<file path="src/design/rfrf_mul.sv">
// ----------------------------------------------------------------------------
// rfrf_mul
// Shift-add unsigned multiplier, one partial product bit per cycle.
// ----------------------------------------------------------------------------
module rfrf_mul #(
    parameter int AW = 64,
    parameter int BW = 64
) (
    input  logic             i_clk,
    input  logic             i_rst_n,
    input  logic             i_start,
    input  logic [AW-1:0]    i_a,
    input  logic [BW-1:0]    i_b,
    output logic             o_done,
    output logic [AW+BW-1:0] o_p
);
    localparam int CW = $clog2(BW + 1);

    logic [AW+BW-1:0] r_acc, n_acc;
    logic [AW+BW-1:0] r_a, n_a;
    logic [BW-1:0]    r_b, n_b;
    logic [CW-1:0]    r_cnt, n_cnt;
    logic             r_busy, n_busy;
    logic             r_done, n_done;

    always_comb begin
        n_acc  = r_acc;
        n_a    = r_a;
        n_b    = r_b;
        n_cnt  = r_cnt;
        n_busy = r_busy;
        n_done = 1'b0;
        if (i_start) begin
            n_acc  = '0;
            n_a    = {{BW{1'b0}}, i_a};
            n_b    = i_b;
            n_cnt  = CW'(BW);
            n_busy = 1'b1;
        end else if (r_busy) begin
            if (r_b[0]) begin
                n_acc = r_acc + r_a;
            end
            n_a   = r_a << 1;
            n_b   = r_b >> 1;
            n_cnt = r_cnt - 1'b1;
            if (r_cnt == CW'(1)) begin
                n_busy = 1'b0;
                n_done = 1'b1;
            end
        end
    end

    always_ff @(posedge i_clk) begin
        if (!i_rst_n) begin
            r_busy <= 1'b0;
            r_done <= 1'b0;
            r_cnt  <= '0;
        end else begin
            r_busy <= n_busy;
            r_done <= n_done;
            r_cnt  <= n_cnt;
        end
        r_acc <= n_acc;
        r_a   <= n_a;
        r_b   <= n_b;
    end

    assign o_done = r_done;
    assign o_p    = r_acc;
endmodule

</file>
<file path="config.mk">
export PLATFORM = sky130hd
export DESIGN_NAME = rfrf_mul
export DESIGN_NICKNAME = d
export VERILOG_FILES = /design/src/design/rfrf_mul.sv
export SDC_FILE = /design/constraint.sdc
export NUM_CORES = 1
export LEC_CHECK = 0
export ABC_AREA = 1
export BUFFER_PORTS_ARGS = -buffer_cell sky130_fd_sc_hd__buf_2
export CORE_UTILIZATION = 31
export DETAILED_ROUTE_END_ITERATION = 16
export SLEW_MARGIN = 30
export SYNTH_ARGS = -nofsm -noshare
export SYNTH_HDL_FRONTEND = slang
export SYNTH_SLANG_ARGS = --single-unit
</file>
<file path="constraint.sdc">
create_clock -name i_clk -period 6 [get_ports i_clk]
set_clock_uncertainty 0.15 [all_clocks]
set_input_delay 0.3 -clock i_clk [delete_from_list [all_inputs] [get_ports i_clk]]
set_output_delay 0.3 -clock i_clk [all_outputs]
set_load 0.02 [all_outputs]
</file>
# == Word level (Yosys, flattened, before mapping) ==
# Index checks and enable logic that the tools add are counted.
# totals
input_bits,131
register_bits,329
output_inout_bits,129
# classes
eq_ne,1
bitwise_logic,2
mux,10
reduce_logical,4
n_addsub,2
# op_table
operator,count
$mux W64,4
$add A128 B128 Y128,1
$mux W7,2
$eq A7 B1 Y1 const B,1
$sub A7 B1 Y7 const B,1
$mux W1,4
$reduce_or A3 Y1,1
$not A1 Y1,2
$reduce_and A2 Y1,1
$reduce_bool A2 Y1,1
$reduce_or A2 Y1,1

# == Depth between registers and ports, before layout ==
# logic_depth
ltp_word,4
ltp_mapped,19

# == Worst setup path after synthesis ==
# OpenSTA, ideal clock, no wires.
# synth_path
path_type,register -> register
startpoint,register r_busy
endpoint,register r_a[0] (enable)
setup_slack_ps,1742
synth_period_minus_slack_ps,4258
t_arrival_ps,2989
required_time_ps,4731
stages_incl_launch_ff,5
setup_time_ps,1119
path_buffers,2
path_cell_list,dfxtp_1 -> buf_2 -> inv_2 -> clkbuf_1 -> nand2_1
# synth_between
elab_chain_len,1
# synth_lines
element,line_no,source
start: declaration,23,"logic r_busy, n_busy;"
start signal: assignment,59,r_busy <= n_busy;
$reduce_bool A2 Y1 (no source line),-,
end signal: assignment,64,r_a <= n_a;
end: declaration,20,"logic [AW+BW-1:0] r_a, n_a;"
# Every way passes these cells.
# A chain may end at the register's enable or synchronous reset.

# == Final worst setup path ==
# layout_path
startpoint,register r_a[0]
endpoint,register r_acc[88] (netlist: o_p[88])
# layout_between
elab_chain_len,1
# layout_lines
element,line_no,source
$add A128 B128 Y128,41,n_acc = r_acc + r_a;
end signal: assignment,63,r_acc <= n_acc;
end: declaration,19,"logic [AW+BW-1:0] r_acc, n_acc;"
# Every way passes these cells.

==> impl_results.rst <==
.. list-table::
   :header-rows: 1

   * - Metric
     - Value
   * - Overflow left after global routing
     - 0
   * - Min setup slack post-route
     - 2640 ps
   * - Synth top area share
     - between 20% and 30%
   * - Chain of cells forming the critical path
     - ha_1 > fa_1 > nand3_1 > nand3_1 > nand2_1 > nand2_1 > nand2_1 > nand3_1 > nand3_1 > nand2_1 > nand2_1 > nand2_1 > nand2_1 > nand3_1 > nand2_1 > inv_1
   * - Largest cells by area after synthesis
     - nand2_1 (27%), dfxtp_1 (15%), edfxtp_1 (14%)
   * - Worst reg-to-reg setup slack
     - 2640 ps
   * - Sequential cell fraction of total power
     - a little under two fifths
   * - Site row count
     - 107
   * - Placement-stage cell area
     - 29100 um^2
   * - Number of buffers added on ports
     - between 200 and 300
   * - Largest net degree at the start of global routing
     - 130
   * - Clock Power Share
     - 36.3%
   * - Critical Path RT
     - about 6400 ps
   * - Gp weighted congestion
     - 1.05
   * - Fin crit period
     - 3360 ps
   * - Area growth from synthesis to layout
     - 19.6%
   * - Die Y
     - approximately 290 um
   * - Buffers from clock root to sink, at most
     - 3
   * - Switching fraction of total power
     - 35.4%
   * - Cells after synthesis
     - between 4000 and 5000
   * - Number of synthesized register bits
     - 329
   * - Per-cell via count in the routed design
     - 4.61
   * - Critical-path top delay cell
     - fa_1
   * - Area of the core
     - approximately 85000 um^2
   * - Floorplan die area
     - 87000 um^2
   * - Post-place setup slack
     - 2680 ps
   * - Initial standard-cell utilization of the core
     - between 30% and 40%
   * - Most instantiated flip-flop cell in the synthesis netlist
     - dfxtp_1
   * - Maximum frequency from static timing analysis
     - 298 MHz
   * - Cell seen most often among critical-path stages
     - nand2_1
   * - Inserted Diodes
     - 0
   * - Proportion of layout cells with a drive suffix above 1
     - 9.91%
   * - Path class of the lowest-slack min-delay path
     - in2reg
   * - Initial antenna violation count
     - 0
   * - Post-layout net count
     - between 5000 and 6000
   * - Post-route antenna net violation count
     - 0
   * - Synthesized area divided by synthesized cell count
     - 5.72 um^2
   * - Post-route DRC violation count
     - 0
   * - CTS Sinks
     - 329
   * - Hold slack
     - between 70 and 80 ps
   * - Number of detailed-route iterations in the first pass
     - 6
   * - Number of setup buffers added after CTS
     - 0
   * - Top-Level Pins
     - 260
   * - Clock-pin transition on the worst setup and hold timing paths
     - around 60 ps
   * - Vias in the first global route
     - 26800
   * - Worst Path Class, Setup
     - reg2reg
   * - Total power divided by cell area
     - between 200 and 250 nW/um^2
   * - Final TNS setup
     - 0 ps
   * - Category of the worst setup path launch point
     - flip-flop
   * - Relative slew slack
     - 35.8%
   * - Leakage power
     - around 18 nW
   * - Maximum fanout along the worst path
     - 4
   * - GRT Overall Usage
     - 24.8%
   * - Largest incremental delay on the critical path
     - between 400 and 500 ps
   * - First-pass GRT wire length
     - 162000 um
   * - Measured slew at the worst slew-check pin
     - 963 ps
   * - Final Max Tran Viols
     - 0
   * - Unrepaired setup endpoints after global routing
     - false
   * - Initial DRC Count
     - 2301
   * - CTS Buf Count
     - slightly above 40
   * - Width of the chip
     - 295 um
   * - Net count after synthesis
     - 4911
   * - Filler Cells Inserted
     - around 9500
   * - Post-Layout Inst Area
     - 31800 um^2
   * - Max-cap violations
     - 0
   * - Final setup violation count
     - 0
   * - Status
     - finished, final reports clean
   * - Post-synthesis cell area
     - 26600 um^2
   * - H-tree Lvls
     - 2
   * - Cell internal pwr
     - 4.61 mW
   * - Number of distinct library cells after synthesis
     - 34
   * - Total count of hold-check failures in the final report
     - 0
   * - Share of total power in combinational logic
     - around a quarter
   * - Clock tree from TritonCTS
     - built
   * - Data arrival at the endpoint of the critical path
     - 3700 ps
   * - Total Routed Length
     - 109000 um
   * - Fin crit share
     - 56.0%
   * - Hpwl dp
     - 86800 um
   * - Synth async-reset ratio
     - 0%
   * - Synth Warn #
     - 0
   * - Clock latency reported for the late side of the worst-skew pair
     - 620 ps
   * - Worst-case vdd ir drop
     - 194 uV
   * - Number of flops mapped to enable cells by yosys
     - 128
   * - Cell with the most instances after synthesis
     - nand2_1
   * - CP Capture Type
     - flip-flop
   * - Leading area contributor after synthesis
     - nand2_1
   * - Clock Root Buffer
     - clkbuf_16
   * - Most used standard cells in the synthesized netlist
     - nand2_1 (1879), inv_1 (894), nor2_1 (616), dfxtp_1 (201), nand3_1 (157)
   * - Detailed-route wire length per cell
     - 17.6 um
   * - NetSw
     - between 2 and 3 mW
   * - Proportion of synthesized chip area in sequential cells
     - 29.6%
   * - DR vias
     - 28500
   * - Finished Core Util
     - 37.4%
cell families (layout without fill, tap and decap cells):
kind of cell / Yosys count / after routing / share of synthesized area, %
flops: 329 / 329 / 29.6
xor+xnor: 64 / 64 / 2.11
compound gates: 274 / 274 / 5.38
fa+ha+maj: 130 / 130 / 6.14
buf+inv: 1061 / 1444 / 15.0
simple gates: 2792 / 2792 / 41.8
sequential cells by signal, indices dropped and copies added (netlist names):
register,count
r_b,64
r_busy,1
r_cnt,7
o_p,128
o_done,1
r_a,128
critical path, delay by kind of cell (launching register included):
family | cells | cell delay, ps
buf+inv | 1 | 30
fa+ha+maj | 2 | 750
flops | 1 | 390
simple gates | 13 | 1900
layer usage:
layer  track usage [%]  part of all wire [%]
met4              8.73                   3.7
met5                 0                     0
met3              5.14                   7.2
met2              39.0                    43
met1              33.3                    46
power by group through the flow:
stage / Sequential, mW / Clock [mW] / Combinational [mW]
3_3_place_gp: 2.74 / 0 / 1.77
3_5_place_dp: 2.74 / 0 / 1.77
6_report: 2.70 / 2.59 / 1.85
5_1_grt: 2.72 / 2.73 / 2.07
4_1_cts: 2.70 / 2.65 / 1.84
2_1_floorplan: 2.78 / 0 / 1.11
placed cells by master (no fill, tap or decap), types with 2 or more instances in the layout:
cell / synthesis / final
nand2_1: 1879 / 1877
inv_1: 894 / 892
nor2_1: 616 / 616
buf_2: 2 / 258
dfxtp_1: 201 / 200
nand3_1: 157 / 157
o21ai_0: 143 / 143
ha_1: 129 / 129
dlygate4sd3_1: 0 / 129
edfxtp_1: 128 / 128
a21oi_1: 99 / 99
inv_2: 68 / 68
xor2_1: 54 / 54
clkbuf_16: 0 / 43
nor2_2: 34 / 34
nand2_2: 28 / 29
nor3_1: 25 / 25
nand4_1: 18 / 18
nor2_4: 12 / 12
clkinv_1: 7 / 10
xnor2_1: 10 / 10
a31oi_1: 9 / 9
nand3_2: 8 / 8
nor3_2: 8 / 8
o211ai_1: 8 / 8
clkbuf_1: 81 / 8
buf_4: 0 / 8
o21bai_1: 7 / 7
clkbuf_8: 0 / 7
clkinv_2: 0 / 6
inv_6: 0 / 4
and2_1: 4 / 4
o21ai_1: 4 / 4
clkinv_16: 0 / 3
clkinvlp_4: 0 / 3
a21o_1: 2 / 2
nor3b_1: 2 / 2
buf_6: 0 / 2
buf_12: 0 / 2
stage by stage:
stage	power (mW)	cells
floorplan	3.89	4650
global placement	4.50	5972
detailed placement	4.51	5972
CTS	7.19	6177
global route	7.52	6177
finish	7.14	6177
path summary, 6_finish.rpt:
kind / startpoint / end / cells past startpoint
min: i_start / o_p[30] / 4
max reg2reg: r_a[0] / o_p[88] / 16
max: r_a[0] / o_p[88] / 16
min reg2reg: r_cnt[3] / r_cnt[3] / 2
layout make-up:
cell class                 instances  area, um^2  share of cell area [%]
multi-input combinational       3260       14800                    46.4
sequential                       329        7870                    24.7
inverter                         969        3650                    11.5
timing repair buffer             399        2710                    8.50
tap                             1144        1430                    4.50
clock buffer                      58        1200                    3.78
clock inverter                    18         201                   0.633
repair_timing:
action / in CTS / in global routing
endpoints found under the hold margin: 135 / 0
resized for setup: 0 / 0
hold buffers: 129 / 0
setup endpoints to repair: 0 / 0
(Power assumes the default switching activity.)
