### src/design/rfrf_div.sv
// ----------------------------------------------------------------------------
// rfrf_div
// Restoring divider, one quotient bit per cycle.
// ----------------------------------------------------------------------------
module rfrf_div #(
    parameter int NW = 128,
    parameter int DW = 64
) (
    input  logic          i_clk,
    input  logic          i_rst_n,
    input  logic          i_start,
    input  logic [NW-1:0] i_n,
    input  logic [DW-1:0] i_d,
    output logic          o_done,
    output logic [NW-1:0] o_q
);
    localparam int CW = $clog2(NW + 1);

    logic [NW-1:0] r_q, n_q;
    logic [DW:0]   r_rem, n_rem;
    logic [DW-1:0] r_d, n_d;
    logic [CW-1:0] r_cnt, n_cnt;
    logic          r_busy, n_busy;
    logic          r_done, n_done;
    logic [DW:0]   w_sh;

    always_comb begin
        n_q    = r_q;
        n_rem  = r_rem;
        n_d    = r_d;
        n_cnt  = r_cnt;
        n_busy = r_busy;
        n_done = 1'b0;
        w_sh   = {r_rem[DW-1:0], r_q[NW-1]};
        if (i_start) begin
            n_q    = i_n;
            n_rem  = '0;
            n_d    = i_d;
            n_cnt  = CW'(NW);
            n_busy = 1'b1;
        end else if (r_busy) begin
            if (w_sh >= {1'b0, r_d}) begin
                n_rem = w_sh - {1'b0, r_d};
                n_q   = {r_q[NW-2:0], 1'b1};
            end else begin
                n_rem = w_sh;
                n_q   = {r_q[NW-2:0], 1'b0};
            end
            n_cnt = r_cnt - 1'b1;
            if (r_cnt == CW'(1)) begin
                n_busy = 1'b0;
                n_done = 1'b1;
            end
        end
    end

    always_ff @(posedge i_clk) begin
        if (!i_rst_n) begin
            r_busy <= 1'b0;
            r_done <= 1'b0;
            r_cnt  <= '0;
        end else begin
            r_busy <= n_busy;
            r_done <= n_done;
            r_cnt  <= n_cnt;
        end
        r_q   <= n_q;
        r_rem <= n_rem;
        r_d   <= n_d;
    end

    assign o_done = r_done;
    assign o_q    = r_q;
endmodule

### config.mk
export PLATFORM = sky130hd
export DESIGN_NAME = rfrf_div
export DESIGN_NICKNAME = d
export VERILOG_FILES = /design/src/design/rfrf_div.sv
export SDC_FILE = /design/constraint.sdc
export NUM_CORES = 1
export LEC_CHECK = 0
export ABC_AREA = 1
export ABC_CLOCK_PERIOD_IN_PS = 8100
export BUFFER_PORTS_ARGS = -buffer_cell sky130_fd_sc_hd__buf_2
export CAP_MARGIN = 25
export CELL_PAD_IN_SITES_DETAIL_PLACEMENT = 1
export CELL_PAD_IN_SITES_GLOBAL_PLACEMENT = 1
export CORE_ASPECT_RATIO = 0.75
export CORE_MARGIN = 2
export CORE_UTILIZATION = 44
export CTS_BUF_LIST = sky130_fd_sc_hd__clkbuf_8 sky130_fd_sc_hd__clkbuf_16
export DETAILED_ROUTE_END_ITERATION = 8
export PLACE_DENSITY = 0.93
export SYNTH_ARGS = -nofsm -noshare
export SYNTH_HDL_FRONTEND = slang
export SYNTH_SLANG_ARGS = --single-unit
### constraint.sdc
create_clock -name i_clk -period 8.1 [get_ports i_clk]
set_input_delay 0.405 -clock i_clk [delete_from_list [all_inputs] [get_ports i_clk]]
set_output_delay 0.405 -clock i_clk [all_outputs]
set_load 0.01 [all_outputs]
* Yosys cells after proc, flatten, opt, wreduce, memory -nomap -nowiden
Index checks and enable logic that the tools add are counted.
** Word-level totals
- Memories :: 0
- Memory bits (read-only) :: 0
- Input bits :: 195
- Bits in latches :: 0
- RAM bits :: 0
- Register bits after elaboration :: 266
- Output and inout bits :: 129
- Logic and storage cells :: 26
** Operators by class
- Magnitude comparators :: 1
- Eq/ne operators :: 1
- Bitwise gates (word level) :: 2
- $add $sub $neg :: 2
- Mux-type cells :: 10
- Div/mod/pow operators :: 0
- Shift-type cells :: 0
- Multiply operators :: 0
- Reduce and logical (&&, ||, !) cells :: 3
** Operator list (count)
- $mux W128 :: 2
- $ge A65 B64 Y1 :: 1
- $mux W64 :: 1
- $sub A64 B64 Y64 :: 1
- $mux W8 :: 2
- $eq A8 B1 Y1 const B :: 1
- $sub A8 B1 Y8 const B :: 1
- $mux W1 :: 5
- $reduce_or A3 Y1 :: 1
- $not A1 Y1 :: 2
- $reduce_bool A2 Y1 :: 1
- $reduce_or A2 Y1 :: 1

* Longest topological paths before layout
Gate-level depths: netlist of run 1.
- Word-level depth :: 4
- Mapped depth :: 19
- Mapped depth without buffers :: 18

* Worst setup path before layout of run 1
No wires, ideal clock.
- Path type :: input-to-reg
- Start point :: input port i_start
- End point :: register r_q[0] (netlist: o_q[0]), enable pin
- Path buffers :: 2
- Stages :: 4
- Setup time :: 0.542 ns
- Setup slack :: 3.051 ns
- Arrival :: 4.506 ns
- Cells stage by stage :: clkbuf_1 > nor2_1 > clkinv_1 > clkbuf_1
** On the way
- Cells in the longest elaborated chain, start to end :: 1
** Ends and longest elaborated chain
- from (decl) :: line 11 : input logic i_start,
- $reduce_bool A2 Y1 (no line)
- to (signal assigned) :: line 67 : r_q <= n_q;
- to (decl) :: line 19 : logic [NW-1:0] r_q, n_q;
Every way passes these cells.
A chain may end at the register's enable or synchronous reset.

* Final worst setup path of run 1
- Start point :: register r_d[36]
- End point :: register r_rem[14]
** On the way
- Cells in the longest elaborated chain, start to end :: 2
** Ends and longest elaborated chain
- from (decl) :: line 21 : logic [DW-1:0] r_d, n_d;
- from (signal assigned) :: line 69 : r_d <= n_d;
- $ge A65 B64 Y1 :: line 42 : if (w_sh >= {1'b0, r_d}) begin
- $mux W64 :: line 42
- to (signal assigned) :: line 68 : r_rem <= n_rem;
- to (decl) :: line 20 : logic [DW:0] r_rem, n_rem;
Every way passes these cells.

==> reports/qor.csv, run 1 <==
stage,metric,value,unit
outcome,status,finished clean,
clock_network,max-clock-path-buffers,3,
drt,vias,17900,
critical_path,worst_path_most_repeated_cell,nand2_1,
critical_path,arrival,3.91,ns
synth,synthAdderAreaFrac,4.90,%
critical_path,cp_slowest_cell,buf_4,
synth,synth_simple_gate_area_share,36.2,%
grt,antenna_found_initial,5,
finish,layout_common_cells,"1102 x nand2_1, 426 x inv_1, 322 x buf_2",
grt,grt-ovfl-total,0,
clock_network,cts_setup_buffers,0,
clock_network,cts_buffers,29,
sta,slew_viol_final,0,
die,core_area,38500,sq um
clock_network,cts_max_level,1,
job,cap_violations,0,
critical_path,critPathTopFamily,buffers and inverters,
clock_network,cts_tree,built,
place,place_hpwl,52.6,mm
drt,wirelength,71.7,mm
clock_network,clkTransAtPathRegs,0.06,ns
critical_path,critical_path.max_fanout,39,
synth,synth_area_per_cell,7.00,sq um
synth,synth_top_family_by_area,simple AND/OR/NAND/NOR gates,
synth,synth_top_area_cell,edfxtp_1,
critical_path,critPathLaunchType,register,
critical_path,slowest_delay,0.61,ns
synth,ys_warn_count,0,
synth,synth_area,17200,sq um
sta,setup_violations,0,
synth,synth_cell_types,38,
die,fp.dieW,233,microns
power_and_ir_drop,clkPwrFrac,37.7,%
critical_path,crit_buf_inv,4,
sta,tns,0,ns
drt,viasPerCell,5.33,
power_and_ir_drop,sw_frac_of_total,29.5,%
synth,yosysTopAreaCellShare,33.4,%
die,pin_count,324,
synth,muxShareOfSynthArea,0,%
drt,ant_nets,0,
synth,synth_nets,2725,
clock_network,clock_sinks,266,
synth,synth_xor_area_share,1.68,%
grt,grt_max_degree,100,
power_and_ir_drop,p_comb_share,15.0,%
finish,flow.area_growth_from_synthesis,20.2,%
sta,final-hold-violation-count,0,
finish,fin_nets,3084,
sta,slew_headroom,30.4,%
die,fp-row-count,62,
critical_path,worst_ep_required_time,8.52,ns
die,initial_utilization,44.8,%
grt,grt_pass1_wl,109,mm
clock_network,clk_latency,0.60,ns
sta,clock_skew,0.0186,ns
power_and_ir_drop,powerDensity,167,nW/um^2
power_and_ir_drop,switching_power,1.02,mW
drt,dr.pass1.iters,6,
synth,synthTopCellsByArea,"edfxtp_1 33%, nand2_1 24%, inv_1 9.2%",
sta,worst_hold_slack,0.0124,ns
critical_path,crit_path_end_kind,register,
critical_path,cp_cell_sequence,inv_1 > ha_1 > nand2_1 > nand2_1 > inv_1 > nand2_1 > nand2_1 > nand2_1 > a21oi_1 > nor2_1 > nor2_4 > buf_4 > buf_4 > nand3_2 > nand3_1 > o21ai_0,
clock_network,root_buffer,clkbuf_16,
finish,fill_cells,5109,
die,die-area,40800,sq um
sta,rsz0062_at_grt,false,
power_and_ir_drop,p_leak,11.4,nW
grt,grt_pass1_vias,18900,
drt,wl_per_cell,21.3,microns
finish,layout_commonest_cell,nand2_1,
power_and_ir_drop,internal_power,2.45,mW
drt,drc,0,
grt,grt.total_usage,34.8,%
sta,post-route-min-period,3.49,ns
synth,syn_inst,2463,
hold_path,hold_class,input pin to register,
finish,drive_gt1_share,17.1,%
power_and_ir_drop,peakVddDrop,0.185,mV
clock_network,hold_buffers,57,
synth,ys_ff_latch,266,
sta,tightest_slew,1.04,ns
place,globalplace.congestion,1.01,
drt,drt_iter0_markers,1424,
sta,period_share,43.1,%
die,die_y,175,microns
synth,synth-compound-area-share,3.39,%
clock_network,ctsResizeCount,0,
critical_path,path_class,register to register,
power_and_ir_drop,sequentialPowerShare,47.3,%
place,portBuffers,323,
synth,yosysSeqAreaShare,42.0,%
sta,max_freq,286,MHz
==> worst reg2reg max path: cells and delay by family, from the launching register on <==
kind	cells	cell delay [ns]
buffers and inverters	4	1.23
and+or+nand+nor	9	1.12
DFF	1	0.37
AOI/OAI and AO/OA	2	0.31
adders and majority gates	1	0.30
==> per-stage QoR <==
step | worst slack (ns) | power (mW) | area [sq um] | instances | util [%]
after floorplan | 3.05 | 1.91 | 17200 | 2463 | -
after global placement | 4.91 | 2.11 | 19300 | 3245 | 50.0
after detailed placement | 4.74 | 2.14 | 19300 | 3245 | 50.0
after CTS | 4.68 | 3.44 | 20700 | 3356 | 53.8
after global routing | 4.40 | 3.58 | 20700 | 3359 | 53.9
final | 4.61 | 3.47 | 20700 | 3363 | 53.9
==> logic make-up (layout without fill, tap and decap cells) <==
family / after synthesis / after routing
flip-flops: 266 / 266
other: 0 / 6
AND/OR/NAND/NOR: 1472 / 1472
AO/OA/AOI/OAI: 111 / 111
adder cells (fa/ha/maj): 67 / 67
XOR/XNOR: 33 / 33
buffers and inverters: 514 / 896
==> power groups by stage <==
stage	Clock (mW)	Sequential (mW)	Combinational (mW)
after detailed placement	0	1.66	0.479
after CTS	1.30	1.64	0.506
after floorplan	0	1.69	0.223
after global placement	0	1.65	0.453
after global routing	1.37	1.65	0.563
final	1.31	1.64	0.520
==> area by class of cell <==
cell class	instances	area [sq um]	share of cell area (%)
antenna	6	15.0	0.0724
clock buffer	32	767	3.70
clock inverter	22	121	0.585
inverter	452	1700	8.21
multi-input combinational	1683	7970	38.4
sequential	266	7250	34.9
tap	512	641	3.09
timing repair buffer	390	2270	11.0
==> path summary, 6_finish.rpt <==
kind,from,end,cells after the start,slack [ns]
worst max-delay path,r_d[36],r_rem[14],16,4.61
worst min-delay path,i_d[44],r_d[44],1,0.01
worst max register to register,r_d[36],r_rem[14],16,4.61
worst min register to register,r_rem[47],r_rem[47],2,0.48
==> layer usage <==
layer / wire length [microns] / GRT usage (%)
met1: 30800 / 46.7
met2: 33000 / 57.4
met3: 5200 / 6.22
met4: 2550 / 10.8
met5: 31 / 0
==> flip-flops by register name, indices dropped and copies added (netlist names) <==
| signal | flops |
|---|---|
| o_q | 128 |
| r_busy | 1 |
| r_rem | 64 |
| o_done | 1 |
| r_cnt | 8 |
| r_d | 64 |
==> Yosys cell counts <==
cell type,number
nor2_4,7
and3_1,1
o21bai_1,9
nand2_4,2
buf_6,12
clkbuf_1,35
nor2_1,109
nand3_1,122
nor3_1,13
nand3b_1,28
o21a_1,1
clkinv_1,3
dfxtp_1,74
a21o_1,1
buf_1,2
fa_1,1
buf_2,11
xor2_1,5
ha_1,66
nor3_2,1
nand2_1,1102
or2_2,1
edfxtp_1,192
inv_2,26
inv_1,423
o21ai_1,20
nor2_2,15
nand3_2,29
and2_1,2
nand4_1,17
o21ai_0,25
a31oi_1,1
xnor2_1,28
buf_4,2
nand2_2,13
a21oi_1,54
nand3b_2,8
nor4_1,2
No activity file was read; power rests on OpenSTA's default activity.
==> run 2, diff against run 1 <==
--- a/config.mk
+++ b/config.mk
@@ -6,17 +6,17 @@
 export NUM_CORES = 1
 export LEC_CHECK = 0
 export ABC_AREA = 1
-export ABC_CLOCK_PERIOD_IN_PS = 8100
+export ABC_CLOCK_PERIOD_IN_PS = 3000
 export BUFFER_PORTS_ARGS = -buffer_cell sky130_fd_sc_hd__buf_2
 export CAP_MARGIN = 25
 export CELL_PAD_IN_SITES_DETAIL_PLACEMENT = 1
 export CELL_PAD_IN_SITES_GLOBAL_PLACEMENT = 1
 export CORE_ASPECT_RATIO = 0.75
 export CORE_MARGIN = 2
-export CORE_UTILIZATION = 44
+export CORE_UTILIZATION = 36
 export CTS_BUF_LIST = sky130_fd_sc_hd__clkbuf_8 sky130_fd_sc_hd__clkbuf_16
 export DETAILED_ROUTE_END_ITERATION = 8
-export PLACE_DENSITY = 0.93
+export PLACE_DENSITY = 0.82
 export SYNTH_ARGS = -nofsm -noshare
 export SYNTH_HDL_FRONTEND = slang
 export SYNTH_SLANG_ARGS = --single-unit
==> constraint.sdc (replaced) <==
create_clock -name i_clk -period 3 [get_ports i_clk]
set_input_delay 0.15 -clock i_clk [delete_from_list [all_inputs] [get_ports i_clk]]
set_output_delay 0.15 -clock i_clk [all_outputs]
set_load 0.01 [all_outputs]
==> reports/qor.csv, run 2 (same netlist as run 1, synthesis figures left out) <==
stage,metric,value,unit,change
outcome,status,finished clean,,unchanged
clock_network,cts_buffers,29,,unchanged
critical_path,crit_path_end_kind,register,,unchanged
drt,viasPerCell,5.08,,was 5.33
clock_network,cts_tree,built,,unchanged
die,fp-row-count,69,,was 62
drt,wl_per_cell,21.9,microns,was 21.3 microns
power_and_ir_drop,powerDensity,456,nW/um^2,was 167 nW/um^2
drt,drc,0,,unchanged
sta,tightest_slew,0.819,ns,was 1.04 ns
drt,wirelength,79.9,mm,was 71.7 mm
sta,slew_headroom,45.4,%,was 30.4%
drt,dr.pass1.iters,5,,was 6
grt,grt.total_usage,30.6,%,was 34.8%
critical_path,cp_cell_sequence,inv_1 > ha_1 > fa_1 > nor2_4 > nand2_1 > nand3_1 > nand3_1 > nand2_1 > nand2_1 > nand2_1 > nand2_1 > nand3_1 > nand3_1 > nand2_1 > nand2_1,,was inv_1 > ha_1 > nand2_1 > nand2_1 > inv_1 > nand2_1 > nand2_1 > nand2_1 > a21oi_1 > nor2_1 > nor2_4 > buf_4 > buf_4 > nand3_2 > nand3_1 > o21ai_0
die,fp.dieW,257,microns,was 233 microns
clock_network,clkTransAtPathRegs,0.07,ns,was 0.06 ns
die,pin_count,324,,unchanged
hold_path,hold_class,input pin to register,,unchanged
finish,flow.area_growth_from_synthesis,31.4,%,was 20.2%
finish,largest_reg_flops,128,,unchanged
sta,max_freq,359,MHz,was 286 MHz
clock_network,clk_latency,0.61,ns,was 0.60 ns
die,core_area,47300,sq um,was 38500 sq um
critical_path,arrival,3.28,ns,was 3.91 ns
sta,period_share,92.8,%,was 43.1%
finish,fill_cells,6116,,was 5109
power_and_ir_drop,peakVddDrop,0.403,mV,was 0.185 mV
finish,drive_gt1_share,16.8,%,was 17.1%
critical_path,slowest_delay,0.46,ns,was 0.61 ns
finish,finish.utilization,47.9,%,was 53.9%
die,die_y,194,microns,was 175 microns
job,cap_violations,0,,unchanged
grt,antenna_found_initial,15,,was 5
critical_path,critPathLaunchType,register,,unchanged
critical_path,critical_path.max_fanout,4,,was 39
place,place_hpwl,52.2,mm,was 52.6 mm
sta,final-hold-violation-count,0,,unchanged
finish,layout_commonest_cell,nand2_1,,unchanged
sta,post-route-min-period,2.79,ns,was 3.49 ns
sta,clock_skew,0.0272,ns,was 0.0186 ns
clock_network,cts_max_level,1,,unchanged
finish,seq_area,7250,sq um,unchanged
sta,slew_viol_final,0,,unchanged
sta,tns,0,ns,unchanged
place,globalplace.congestion,0.957,,was 1.01
place,portBuffers,323,,unchanged
finish,fin_nets,3232,,was 3084
clock_network,max-clock-path-buffers,3,,unchanged
grt,grt_max_degree,92,,was 100
sta,setup_violations,0,,unchanged
grt,grt_pass1_wl,118,mm,was 109 mm
grt,grt-ovfl-total,0,,unchanged
die,initial_utilization,36.5,%,was 44.8%
power_and_ir_drop,total_power,10.3,mW,was 3.47 mW
clock_network,root_buffer,clkbuf_16,,unchanged
clock_network,clock_sinks,266,,unchanged
critical_path,path_class,register to register,,unchanged
die,die-area,49700,sq um,was 40800 sq um
critical_path,worst_path_most_repeated_cell,nand2_1,,unchanged
critical_path,crit_buf_inv,1,,was 4
critical_path,worst_ep_required_time,3.49,ns,was 8.52 ns
grt,grt_pass1_vias,19700,,was 18900
finish,layout_common_cells,"1101 x nand2_1, 423 x inv_1, 322 x buf_2",,"was 1102 x nand2_1, 426 x inv_1, 322 x buf_2"
critical_path,critPathTopFamily,simple AND/OR/NAND/NOR gates,,was buffers and inverters
finish,multi_input_area,7990,sq um,was 7970 sq um
critical_path,cp_slowest_cell,fa_1,,was buf_4
drt,ant_nets,0,,unchanged
drt,drt_iter0_markers,1333,,was 1424
power_and_ir_drop,p_leak,12.1,nW,was 11.4 nW
drt,vias,18500,,was 17900
[run 2: changes by cell type in the layout (fill, tap and decap cells not counted), sizes merged, moves of 6 or more]
cell / delta
diode: +11
dlygate4sd3: +135
buf: +13
clkinv: -8
clkinvlp: +6
bufinv: +7
[run 2: layout make-up]
class | count | area share [%]
inverter | 452 | 7.52
antenna | 17 | 0.188
multi-input combinational | 1683 | 35.2
timing repair buffer | 538 | 16.9
clock inverter | 25 | 1.44
sequential | 266 | 32.0
clock buffer | 29 | 3.20
tap | 639 | 3.53
[run 2: power breakdown]
part           internal, mW  switching [mW]  leakage (nW)  total, mW
Clock                  2.38            1.84         0.507       4.22
Sequential             4.27           0.211          2.54       4.48
Combinational         0.623            1.02          9.07       1.64
Total                  7.27            3.06          12.1       10.3
[run 2: what timing repair did]
action / CTS / global route
gates resized for setup: 1 / 6
setup buffers: 0 / 0
endpoints found under the hold margin: 197 / 0
setup endpoints to repair: 5 / 34
pin swaps: 0 / 0
hold buffers: 193 / 0
[run 2: worst register-to-register path, cell delays in order, from the launching register on]
cell	delay [ns]
edfxtp_1	0.37
inv_1	0.08
ha_1	0.22
fa_1	0.46
nor2_4	0.19
nand2_1	0.07
nand3_1	0.18
nand3_1	0.10
nand2_1	0.19
nand2_1	0.09
nand2_1	0.23
nand2_1	0.15
nand3_1	0.11
nand3_1	0.09
nand2_1	0.10
nand2_1	0.05
[run 2: final timing paths]
check	slack (ns)	endpoint	cells after the start	start
max reg2reg	0.21	r_rem[62]	15	o_q[127]
min reg2reg	0.47	r_rem[27]	2	r_rem[27]
max	0.21	r_rem[62]	15	o_q[127]
min	0.06	r_busy	3	i_start
[run 2: per-layer routing]
metal	global-route usage, %	up-vias	share of wire [%]
met4	12.9	4	5.4
met2	51.0	789	46
met1	38.6	8884	42
li1	-	8590	-
met3	6.26	255	6.9
met5	0	-	0.034
[run 2: per-stage QoR]
| stage | area, sq um | hold WS, ns | cells | setup slack (ns) |
|---|---|---|---|---|
| final | 22700 | 0.0626 | 3649 | 0.215 |
| after global routing | 22700 | 0.0725 | 3647 | -0.0169 |
| after CTS | 22600 | 0.0453 | 3631 | 0.0809 |
| after detailed placement | 19600 | 0.328 | 3384 | -0.0402 |
| after global placement | 19600 | 0.327 | 3384 | 0.0985 |
| after floorplan | 17300 | 0.249 | 2463 | 0.0433 |
